File: src/design/pqlm_pkg.sv
// ----------------------------------------------------------------------------
// pqlm_pkg
// Shared types, constants and helpers for the priority queue load monitor.
// ----------------------------------------------------------------------------
`default_nettype none

package pqlm_pkg;

  localparam int NUM_CLASSES    = 3;
  localparam int CLASS_CAPACITY = 4096;
  localparam int TICK_BITS      = 24;
  localparam int CLASS_W        = $clog2(CLASS_CAPACITY + 1);
  localparam int TOTAL_W        = $clog2(NUM_CLASSES * CLASS_CAPACITY + 1);
  localparam int LOAD_W         = 7;
  localparam int PCT_FULL       = 100;
  localparam int OP_W           = 3;
  localparam int PRI_W          = 2;
  localparam int CLS_IDX_W      = $clog2(NUM_CLASSES);
  localparam int ADDR_W         = 3;
  localparam int DATA_W         = 32;

  localparam logic [TICK_BITS-1:0] TICK_MAX = '1;

  // register index, taken from paddr word bit
  localparam logic REG_STRICT = 1'b0;
  localparam logic REG_THRESH = 1'b1;

  typedef enum logic [OP_W-1:0] {
    OP_ADD     = 3'd0,
    OP_REMOVE  = 3'd1,
    OP_TICK    = 3'd2,
    OP_COMPUTE = 3'd3,
    OP_CLR_WIN = 3'd4,
    OP_CLR_ALL = 3'd5
  } op_e;

  typedef struct packed {
    logic             commit;
    logic [OP_W-1:0]  op;
    logic [PRI_W-1:0] pri;
  } cmd_t;

  typedef struct packed {
    logic                 we;
    logic [CLS_IDX_W-1:0] idx;
    logic [LOAD_W-1:0]    val;
  } load_wr_t;

  typedef struct packed {
    logic                                 status;
    logic [CLASS_W-1:0]                   class_count;
    logic [TOTAL_W-1:0]                   total;
    logic [NUM_CLASSES-1:0][LOAD_W-1:0]   load;
  } res_t;

  // saturating tick increment
  function automatic logic [TICK_BITS-1:0] bump(input logic [TICK_BITS-1:0] v);
    return (v == TICK_MAX) ? v : v + 1'b1;
  endfunction

endpackage

`default_nettype wire

File: src/design/priority_queue_load_monitor.sv
// ----------------------------------------------------------------------------
// priority_queue_load_monitor
// Packet counts, busy sampling and load percentages for three priority classes.
// ----------------------------------------------------------------------------
// Usage:
//   Input channel (in_valid_i / in_stall_o) carries one transaction per
//   operation: add, remove, sample tick, compute loads, clear window, clear
//   all. Each transaction yields exactly one result transaction on the output
//   channel (out_valid_o / out_stall_i), held in a single output register.
//   Every operation except compute loads updates the counters in the
//   accepting cycle; its result is registered in the output register, and
//   a new transaction is taken every cycle while the output is drained.
//   Compute loads runs a bit-serial divider per class, one quotient bit a
//   cycle, with no division for an empty window. Its result is valid once
//   the last class is divided, in_stall_o high meanwhile.
//   A stalled receiver holds the result; the input is stalled while the
//   output register is full and not being taken, and while loads are computed.
//   Reset clears all counters, loads and both configuration registers.
//   Configuration: APB registers strict_priority at 0x0, load_threshold at 0x4.
// ----------------------------------------------------------------------------
`default_nettype none

module priority_queue_load_monitor (
  input  wire logic                           clk_i,
  input  wire logic                           rst_ni,
  // configuration
  input  wire logic                           psel,
  input  wire logic                           penable,
  input  wire logic                           pwrite,
  input  wire logic [pqlm_pkg::ADDR_W-1:0]    paddr,
  input  wire logic [pqlm_pkg::DATA_W-1:0]    pwdata,
  output logic      [pqlm_pkg::DATA_W-1:0]    prdata,
  output logic                                pready,
  // operation channel
  input  wire logic                           in_valid_i,
  output logic                                in_stall_o,
  input  wire logic [pqlm_pkg::OP_W-1:0]      operation_i,
  input  wire logic [pqlm_pkg::PRI_W-1:0]     priority_req_i,
  // result channel
  output logic                                out_valid_o,
  input  wire logic                           out_stall_i,
  output logic                                status_o,
  output logic [pqlm_pkg::CLASS_W-1:0]        class_count_o,
  output logic [pqlm_pkg::TOTAL_W-1:0]        total_count_o,
  output logic [pqlm_pkg::LOAD_W-1:0]         load_high_o,
  output logic [pqlm_pkg::LOAD_W-1:0]         load_mid_o,
  output logic [pqlm_pkg::LOAD_W-1:0]         load_low_o
);
  import pqlm_pkg::*;

  typedef enum logic [3:0] {
    S_IDLE   = 4'b0001,
    S_LOAD   = 4'b0010,
    S_WAIT   = 4'b0100,
    S_REPORT = 4'b1000
  } state_e;

  state_e                state_q, state_d;
  logic [CLS_IDX_W-1:0]  cls_q, cls_d;
  logic [PRI_W-1:0]      pri_q, pri_d;
  logic                  strict_q;
  logic [CLASS_W-1:0]    thresh_q;
  logic                  out_valid_q;
  logic                  out_free;
  logic                  accept;
  logic                  is_compute;
  logic                  out_load;
  logic                  cfg_wr;
  logic                  div_start;
  logic                  div_done;
  logic [LOAD_W-1:0]     div_quot;
  logic [TICK_BITS-1:0]  busy_sel;
  cmd_t                  cmd;
  load_wr_t              load_wr;
  res_t                  res;
  res_t                  res_q;
  logic [NUM_CLASSES-1:0][TICK_BITS-1:0] busy;
  logic [TICK_BITS-1:0]  window;

  // --------------------------------------------------------------------------
  // Configuration port: always ready, write on the access phase
  // --------------------------------------------------------------------------
  assign pready = 1'b1;
  assign cfg_wr = psel && penable && pwrite;

  always_ff @(posedge clk_i or negedge rst_ni) begin
    if (!rst_ni) begin
      strict_q <= 1'b0;
      thresh_q <= '0;
    end else if (cfg_wr) begin
      case (paddr[2])
        REG_STRICT: strict_q <= pwdata[0];
        REG_THRESH: thresh_q <= pwdata[CLASS_W-1:0];
        default: ;
      endcase
    end
  end

  always_comb begin
    case (paddr[2])
      REG_STRICT: prdata = {{(DATA_W-1){1'b0}}, strict_q};
      REG_THRESH: prdata = {{(DATA_W-CLASS_W){1'b0}}, thresh_q};
      default:    prdata = '0;
    endcase
  end

  // --------------------------------------------------------------------------
  // Handshake: take a transaction only when idle and the output slot frees
  // --------------------------------------------------------------------------
  assign out_free   = !out_valid_q || !out_stall_i;
  assign in_stall_o = !((state_q == S_IDLE) && out_free);
  assign accept     = in_valid_i && !in_stall_o;
  assign is_compute = (operation_i == OP_COMPUTE);

  // compute loads leaves the counters alone; the report step reads them back
  assign cmd.commit = accept && !is_compute;
  assign cmd.op     = (state_q == S_REPORT) ? OP_COMPUTE : operation_i;
  assign cmd.pri    = (state_q == S_REPORT) ? pri_q : priority_req_i;

  // --------------------------------------------------------------------------
  // Sequencer for compute loads: one division per class, in class order
  // --------------------------------------------------------------------------
  always_comb begin
    state_d   = state_q;
    cls_d     = cls_q;
    pri_d     = pri_q;
    div_start = 1'b0;
    load_wr   = '0;
    out_load  = 1'b0;
    case (state_q)
      S_IDLE: begin
        if (accept) begin
          if (is_compute) begin
            pri_d   = priority_req_i;
            cls_d   = '0;
            state_d = S_LOAD;
          end else begin
            out_load = 1'b1;
          end
        end
      end
      S_LOAD: begin
        div_start = 1'b1;
        state_d   = S_WAIT;
      end
      S_WAIT: begin
        if (div_done) begin
          load_wr.we  = 1'b1;
          load_wr.idx = cls_q;
          load_wr.val = div_quot;
          if (cls_q == CLS_IDX_W'(NUM_CLASSES - 1)) begin
            state_d = S_REPORT;
          end else begin
            cls_d   = cls_q + 1'b1;
            state_d = S_LOAD;
          end
        end
      end
      S_REPORT: begin
        if (out_free) begin
          out_load = 1'b1;
          state_d  = S_IDLE;
        end
      end
      default: state_d = S_IDLE;
    endcase
  end

  always_ff @(posedge clk_i or negedge rst_ni) begin
    if (!rst_ni) begin
      state_q     <= S_IDLE;
      cls_q       <= '0;
      out_valid_q <= 1'b0;
    end else begin
      state_q <= state_d;
      cls_q   <= cls_d;
      if (out_load) begin
        out_valid_q <= 1'b1;
      end else if (!out_stall_i) begin
        out_valid_q <= 1'b0;
      end
    end
  end

  always_ff @(posedge clk_i) begin
    pri_q <= pri_d;
    if (out_load) res_q <= res;
  end

  // --------------------------------------------------------------------------
  // Datapath
  // --------------------------------------------------------------------------
  always_comb begin
    busy_sel = '0;
    for (int c = 0; c < NUM_CLASSES; c++) begin
      if (cls_q == CLS_IDX_W'(c)) busy_sel = busy[c];
    end
  end

  pqlm_stats u_stats (
    .clk_i     (clk_i),
    .rst_ni    (rst_ni),
    .cmd_i     (cmd),
    .strict_i  (strict_q),
    .thresh_i  (thresh_q),
    .load_wr_i (load_wr),
    .busy_o    (busy),
    .window_o  (window),
    .res_o     (res)
  );

  // window and busy counts cannot move while the sequencer runs
  pqlm_div u_div (
    .clk_i    (clk_i),
    .rst_ni   (rst_ni),
    .start_i  (div_start),
    .busy_i   (busy_sel),
    .window_i (window),
    .done_o   (div_done),
    .quot_o   (div_quot)
  );

  assign out_valid_o   = out_valid_q;
  assign status_o      = res_q.status;
  assign class_count_o = res_q.class_count;
  assign total_count_o = res_q.total;
  assign load_high_o   = res_q.load[0];
  assign load_mid_o    = res_q.load[1];
  assign load_low_o    = res_q.load[2];

`ifndef SYNTH
  // a compute transaction must hold off the next one
  a_compute_stalls: assert property (@(posedge clk_i) disable iff (!rst_ni)
    (accept && is_compute) |=> in_stall_o)
    else $error("input taken while loads are being computed");

  // divider finishes only when the sequencer waits for it
  a_div_done_wait: assert property (@(posedge clk_i) disable iff (!rst_ni)
    div_done |-> (state_q == S_WAIT))
    else $error("divider result outside the wait step");

  // a load never exceeds a full percentage
  a_load_range: assert property (@(posedge clk_i) disable iff (!rst_ni)
    div_done |-> (div_quot <= LOAD_W'(PCT_FULL)))
    else $error("load percentage out of range");
`endif

endmodule

`default_nettype wire

File: src/design/pqlm_div.sv
// ----------------------------------------------------------------------------
// pqlm_div
// Bit-serial restoring divider: floor(100*busy/window), one quotient bit per
// cycle.
// ----------------------------------------------------------------------------
`default_nettype none

module pqlm_div (
  input  wire logic                           clk_i,
  input  wire logic                           rst_ni,
  input  wire logic                           start_i,
  input  wire logic [pqlm_pkg::TICK_BITS-1:0] busy_i,
  input  wire logic [pqlm_pkg::TICK_BITS-1:0] window_i,
  output logic                                done_o,
  output logic [pqlm_pkg::LOAD_W-1:0]         quot_o
);
  import pqlm_pkg::*;

  localparam int PROD_W = TICK_BITS + LOAD_W;
  localparam int CNT_W  = $clog2(LOAD_W);

  logic [TICK_BITS-1:0] rem_q, rem_d;
  logic [LOAD_W-1:0]    dig_q, dig_d;
  logic [LOAD_W-1:0]    quot_q, quot_d;
  logic [CNT_W-1:0]     cnt_q, cnt_d;
  logic                 run_q, run_d;
  logic                 done_q, done_d;
  logic [PROD_W-1:0]    prod;
  logic [TICK_BITS-1:0] prod_hi;
  logic [TICK_BITS:0]   trial;
  logic                 ge;

  // x100 as shift-and-add: 64 + 32 + 4
  assign prod    = {1'b0, busy_i, 6'b0} + {2'b0, busy_i, 5'b0} + {5'b0, busy_i, 2'b0};
  assign prod_hi = prod[PROD_W-1:LOAD_W];
  assign trial   = {rem_q, dig_q[LOAD_W-1]};
  assign ge      = trial >= {1'b0, window_i};

  always_comb begin
    rem_d  = rem_q;
    dig_d  = dig_q;
    quot_d = quot_q;
    cnt_d  = cnt_q;
    run_d  = run_q;
    done_d = 1'b0;
    if (start_i) begin
      rem_d  = prod_hi;
      dig_d  = prod[LOAD_W-1:0];
      quot_d = '0;
      cnt_d  = CNT_W'(LOAD_W - 1);
      if (window_i == '0) begin
        done_d = 1'b1;
      end else if (prod_hi >= window_i) begin
        // quotient would not fit in LOAD_W bits
        quot_d = LOAD_W'(PCT_FULL);
        done_d = 1'b1;
      end else begin
        run_d = 1'b1;
      end
    end else if (run_q) begin
      rem_d  = ge ? TICK_BITS'(trial - {1'b0, window_i}) : trial[TICK_BITS-1:0];
      dig_d  = {dig_q[LOAD_W-2:0], 1'b0};
      quot_d = {quot_q[LOAD_W-2:0], ge};
      cnt_d  = cnt_q - 1'b1;
      if (cnt_q == '0) begin
        run_d  = 1'b0;
        done_d = 1'b1;
      end
    end
  end

  always_ff @(posedge clk_i or negedge rst_ni) begin
    if (!rst_ni) begin
      run_q  <= 1'b0;
      done_q <= 1'b0;
      cnt_q  <= '0;
    end else begin
      run_q  <= run_d;
      done_q <= done_d;
      cnt_q  <= cnt_d;
    end
  end

  always_ff @(posedge clk_i) begin
    rem_q  <= rem_d;
    dig_q  <= dig_d;
    quot_q <= quot_d;
  end

  assign done_o = done_q;
  assign quot_o = (quot_q > LOAD_W'(PCT_FULL)) ? LOAD_W'(PCT_FULL) : quot_q;

endmodule

`default_nettype wire

File: src/design/pqlm_stats.sv
// ----------------------------------------------------------------------------
// pqlm_stats
// Packet counters, busy-tick counters, window tick total and stored loads.
// ----------------------------------------------------------------------------
`default_nettype none

module pqlm_stats (
  input  wire logic                                             clk_i,
  input  wire logic                                             rst_ni,
  input  wire pqlm_pkg::cmd_t                                   cmd_i,
  input  wire logic                                             strict_i,
  input  wire logic [pqlm_pkg::CLASS_W-1:0]                     thresh_i,
  input  wire pqlm_pkg::load_wr_t                               load_wr_i,
  output logic [pqlm_pkg::NUM_CLASSES-1:0][pqlm_pkg::TICK_BITS-1:0] busy_o,
  output logic [pqlm_pkg::TICK_BITS-1:0]                        window_o,
  output pqlm_pkg::res_t                                        res_o
);
  import pqlm_pkg::*;

  logic [NUM_CLASSES-1:0][CLASS_W-1:0]   class_q, class_d;
  logic [TOTAL_W-1:0]                    total_q, total_d;
  logic [NUM_CLASSES-1:0][TICK_BITS-1:0] busy_q, busy_d;
  logic [TICK_BITS-1:0]                  win_q, win_d;
  logic [NUM_CLASSES-1:0][LOAD_W-1:0]    load_q, load_d;
  logic [NUM_CLASSES-1:0]                over;
  logic [NUM_CLASSES-1:0]                busy_now;
  logic                                  any_over;
  logic [CLASS_W-1:0]                    sel_now, sel_next;
  logic                                  pri_ok;
  logic                                  status;

  always_comb begin
    pri_ok  = cmd_i.pri < PRI_W'(NUM_CLASSES);
    sel_now = '0;
    for (int c = 0; c < NUM_CLASSES; c++) begin
      if (cmd_i.pri == PRI_W'(c)) sel_now = class_q[c];
    end
    // strict mode: a higher class over threshold makes lower ones busy
    for (int c = 0; c < NUM_CLASSES; c++) begin
      over[c] = class_q[c] > thresh_i;
    end
    any_over = 1'b0;
    for (int c = 0; c < NUM_CLASSES; c++) begin
      busy_now[c] = over[c] || (strict_i && any_over);
      any_over    = any_over || over[c];
    end
  end

  always_comb begin
    class_d = class_q;
    total_d = total_q;
    busy_d  = busy_q;
    win_d   = win_q;
    load_d  = load_q;
    status  = 1'b0;
    if (cmd_i.commit) begin
      case (cmd_i.op)
        OP_ADD: begin
          if (pri_ok && (sel_now < CLASS_W'(CLASS_CAPACITY))) begin
            for (int c = 0; c < NUM_CLASSES; c++) begin
              if (cmd_i.pri == PRI_W'(c)) class_d[c] = class_q[c] + 1'b1;
            end
            total_d = total_q + 1'b1;
          end
        end
        OP_REMOVE: begin
          if (pri_ok) begin
            if (sel_now == '0) begin
              status = 1'b1;
            end else begin
              for (int c = 0; c < NUM_CLASSES; c++) begin
                if (cmd_i.pri == PRI_W'(c)) class_d[c] = class_q[c] - 1'b1;
              end
              if (total_q != '0) total_d = total_q - 1'b1;
            end
          end
        end
        OP_TICK: begin
          for (int c = 0; c < NUM_CLASSES; c++) begin
            if (busy_now[c]) busy_d[c] = bump(busy_q[c]);
          end
          win_d = bump(win_q);
        end
        OP_CLR_WIN: begin
          busy_d = '0;
          win_d  = '0;
        end
        OP_CLR_ALL: begin
          class_d = '0;
          total_d = '0;
          busy_d  = '0;
          win_d   = '0;
          load_d  = '0;
        end
        default: ;
      endcase
    end
    if (load_wr_i.we) begin
      for (int c = 0; c < NUM_CLASSES; c++) begin
        if (load_wr_i.idx == CLS_IDX_W'(c)) load_d[c] = load_wr_i.val;
      end
    end
    sel_next = '0;
    for (int c = 0; c < NUM_CLASSES; c++) begin
      if (cmd_i.pri == PRI_W'(c)) sel_next = class_d[c];
    end
  end

  always_ff @(posedge clk_i or negedge rst_ni) begin
    if (!rst_ni) begin
      class_q <= '0;
      total_q <= '0;
      busy_q  <= '0;
      win_q   <= '0;
      load_q  <= '0;
    end else begin
      class_q <= class_d;
      total_q <= total_d;
      busy_q  <= busy_d;
      win_q   <= win_d;
      load_q  <= load_d;
    end
  end

  assign busy_o             = busy_q;
  assign window_o           = win_q;
  assign res_o.status       = status;
  assign res_o.class_count  = pri_ok ? sel_next : '0;
  assign res_o.total        = total_d;
  assign res_o.load         = load_d;

endmodule

`default_nettype wire

File: config.mk
export PLATFORM = sky130hd
export DESIGN_NAME = priority_queue_load_monitor
export DESIGN_NICKNAME = d
export VERILOG_FILES = /design/src/design/pqlm_pkg.sv /design/src/design/priority_queue_load_monitor.sv /design/src/design/pqlm_div.sv /design/src/design/pqlm_stats.sv
export SDC_FILE = /design/constraint.sdc
export NUM_CORES = 1
export LEC_CHECK = 0
export ABC_AREA = 1
export BUFFER_PORTS_ARGS = -buffer_cell sky130_fd_sc_hd__buf_2
export CORE_MARGIN = 5
export CORE_UTILIZATION = 63
export CTS_CLUSTER_SIZE = 10
export DETAILED_ROUTE_END_ITERATION = 8
export PLACE_DENSITY = 0.82
export SLEW_MARGIN = 20
export SYNTH_ARGS = -nofsm -noshare
export SYNTH_HDL_FRONTEND = slang
export SYNTH_SLANG_ARGS = --single-unit
File: constraint.sdc
create_clock -name clk_i -period 5.55 [get_ports clk_i]
set_input_delay 0.555 -clock clk_i [delete_from_list [all_inputs] [get_ports clk_i]]
set_output_delay 0.555 -clock clk_i [all_outputs]
set_load 0.01 [all_outputs]
==> results.yml <==
layout:
  nets: 3679
  mostFrequentLayoutCell: "nand2_1"
  syn_to_final_growth_pct: 8.45
  utilization_pct: 69.0
  final_cells: 4014
  layout_common_cells: "921 x nand2_1, 347 x nand3_1, 346 x inv_1, 276 x nor2_1, 195 x dfrtp_1"
  fillerInstances: 3290
  multi_input_area_mm2: 0.0145
  drive_gt1_share_pct: 7.69
  final-seq-area_mm2: 0.00752
worst_setup_path:
  cp-start-kind: "flip-flop"
  cp_max_fo: 12
  cp_slowest_stage_delay_ns: 0.52
  end_kind: "flip-flop"
  slowest_stage: "fa_1"
  cp_top_family: "adder cells"
  critPathRequiredTime_ns: 5.82
  crit_type: "flip-flop to flip-flop"
  crit_top_cell: "nand2_1"
  worst-path-buf-inv: 5
  critPathArrivalTime_ns: 5.46
yosys:
  ys_warn_count: 0
  syn-instance-count: 3440
  async_flop_share_pct: 69.3
  synth_area_mm2: 0.0239
  avgSynthCellArea_um2: 6.95
  yosysUniqueCellTypes: 56
  synth_edf_count: 87
  seq_area_frac_synth_pct: 31.4
  yosys_register_bits: 283
  ys.flop_type: "dfrtp_1"
sta:
  slew_violations: 0
  finalCritPeriodShare_pct: 93.5
  finalHoldViolCount: 0
  skew_ns: 0.0187
  setup-violations-final: 0
  post-route-min-period_ns: 5.19
  max_freq_ghz: 0.193
  setup_ws_ns: 0.360
  worstMarginPinSlew_ns: 1.08
  fin_hold_ws_ns: 0.0464
  slew_headroom_pct: 27.9
cts:
  cts.clk_slew.worst_paths_ns: 0.06
  root_buffer: "clkbuf_16"
  cts_tree: "yes"
  ctsLongestPathBuffers: 3
  clock_latency_ns: 0.56
  cts.sinks: 283
  cts_buffers: 36
  cts_max_level: 2
global_route:
  antenna_found_initial: 3
  grt_pass1_wl_um: 117000
  track_usage_pct: 34.1
  grt_pass1_vias: 22854
  grt-ovfl-total: 0
  grt_max_degree: 85
floorplanning:
  die_w_um: 205
  die_area_mm2: 0.0420
  core-area_mm2: 0.0376
  pin_count: 131
  dieHeight_um: 205
  core.rowCount: 71
  floorplan.initialDensity_pct: 63.7
placed_design:
  portBuffers: 89
  gp_congestion: 1.00
  dp.cells: 3943
  hpwl_um: 52700
  place_ws_ns: 0.0727
power:
  ir_drop_uv: 450
  p_per_area_mw_per_mm2: 518
  p_total_uw: 13400
  leakagePower_uw: 0.0124
flow_run:
  max_cap_violations: 0
drt:
  viasPerCell: 5.95
  wire_per_inst_um: 18.2
  final_antenna_net_count: 0
  routed_wl_um: 72900
  drc: 0
  vias: 23890
  drtIter0Drc: 2215
  dr.pass1.iters: 6
hold_path:
  hp-class: "input pin to async pin"
run_status:
  outcome: "completed"
## cells in the mapped netlist (all sizes together), types with 5 or more instances
| master | instances | area [µm²] |
|---|---|---|
| o21bai | 7 | 52.6 |
| inv | 354 | 1330 |
| or2 | 28 | 175 |
| o21ai | 214 | 1070 |
| fa | 13 | 260 |
| o22ai | 9 | 56.3 |
| clkbuf | 76 | 285 |
| xnor2 | 22 | 193 |
| o21a | 6 | 45.0 |
| nand3 | 352 | 1790 |
| a21boi | 36 | 270 |
| nand4 | 95 | 594 |
| nor3 | 76 | 402 |
| clkinv | 12 | 45.0 |
| a22oi | 13 | 97.6 |
| dfrtp | 195 | 4880 |
| a21oi | 143 | 716 |
| xor2 | 140 | 1230 |
| o211ai | 19 | 143 |
| nor4 | 23 | 144 |
| a221oi | 5 | 43.8 |
| edfxtp | 87 | 2610 |
| buf | 82 | 497 |
| a21o | 15 | 113 |
| ha | 144 | 1800 |
| nor2 | 286 | 1110 |
| nand3b | 7 | 52.6 |
| nand2 | 933 | 3550 |
| o31ai | 29 | 218 |
## path summary, 6_finish.rpt
| path | from | to | slack, ns | cells past startpoint |
|---|---|---|---|---|
| setup reg to reg | cls_q[1]$_DFFE_PN0P_ | u_div.quot_q[2]$_DFFE_PP_ | 0.36 | 26 |
| max in group asynchronous | rst_ni | u_stats.busy_o[14]$_DFFE_PN0P_ | 4.16 | 2 |
| min in group clk_i | priority_req_i[0] | pri_q[0]$_DFFE_PP_ | 0.22 | 1 |
| setup / recovery | cls_q[1]$_DFFE_PN0P_ | u_div.quot_q[2]$_DFFE_PP_ | 0.36 | 26 |
| hold / removal | rst_ni | u_stats.class_q[3]$_DFF_PN0_ | 0.05 | 1 |
| hold reg to reg | u_div.cnt_q[2]$_DFFE_PN0P_ | u_div.cnt_q[2]$_DFFE_PN0P_ | 0.50 | 1 |
## metal layers
| layer | vias to the layer above | track usage (%) | wire [µm] |
|---|---|---|---|
| met4 | 0 | 16.1 | 3500 |
| met2 | 1036 | 58.7 | 35200 |
| met3 | 215 | 3.80 | 5170 |
| met5 | - | 0 | 0 |
| li1 | 11477 | - | - |
| met1 | 11162 | 42.9 | 29000 |
## cells by family (layout without fill, tap and decap cells)
| group | count (synthesis) | count (layout) | share of synthesized area, % |
|---|---|---|---|
| buffers and inverters | 524 | 566 | 9.01 |
| AOI/OAI and AO/OA | 502 | 502 | 12.0 |
| adders and majority gates | 157 | 157 | 8.62 |
| and+or+nand+nor | 1810 | 1810 | 33.0 |
| DFF | 283 | 283 | 31.4 |
| other | 2 | 23 | 0.0314 |
| xor gates and xnor gates | 162 | 162 | 5.93 |
## cell type report
class                           count  share of cell area [%]
Antenna cell                        3                  0.0289
Clock buffer                       56                    3.96
Clock inverter                      7                   0.251
Inverter                          366                    5.31
Multi-Input combinational cell   2651                    55.8
Sequential cell                   283                    29.0
Tap cell                          511                    2.46
Timing Repair Buffer              137                    3.19
## power by group
group          switching (µW)  total [µW]  internal [µW]
Sequential                765        3850           3090
Clock                     958        2240           1280
Combinational            4870        7360           2490
## sequential cells by signal, summed over array words and instances (netlist names)
signal,cells
class_count_o,13
cls_q,2
load_high_o,7
load_low_o,7
load_mid_o,7
out_valid_o,1
pri_q,2
state_q,4
status_o,1
strict_q,1
thresh_q,13
total_count_o,14
u_div.cnt_q,3
u_div.dig_q,5
u_div.done_o,1
u_div.quot_q,7
u_div.rem_q,24
u_div.run_q,1
u_stats.busy_o,72
u_stats.class_q,39
u_stats.load_q,21
u_stats.total_q,14
u_stats.window_o,24
## stage by stage
step | area [µm²] | setup TNS, ns
after floorplan | 24000 | 0
after global placement | 24700 | 0
after detailed placement | 24700 | 0
after CTS | 25800 | 0
after global routing | 25900 | -0.363
final | 25900 | 0
## repair_timing
| item | 4_1_cts | 5_1_grt |
|---|---|---|
| buffers inserted | 0 | 5 |
| hold buffers | 0 | 0 |
| resized for setup | 0 | 30 |
| setup endpoints to repair | 0 | 5 |
No activity file was read; power rests on OpenSTA's default activity.
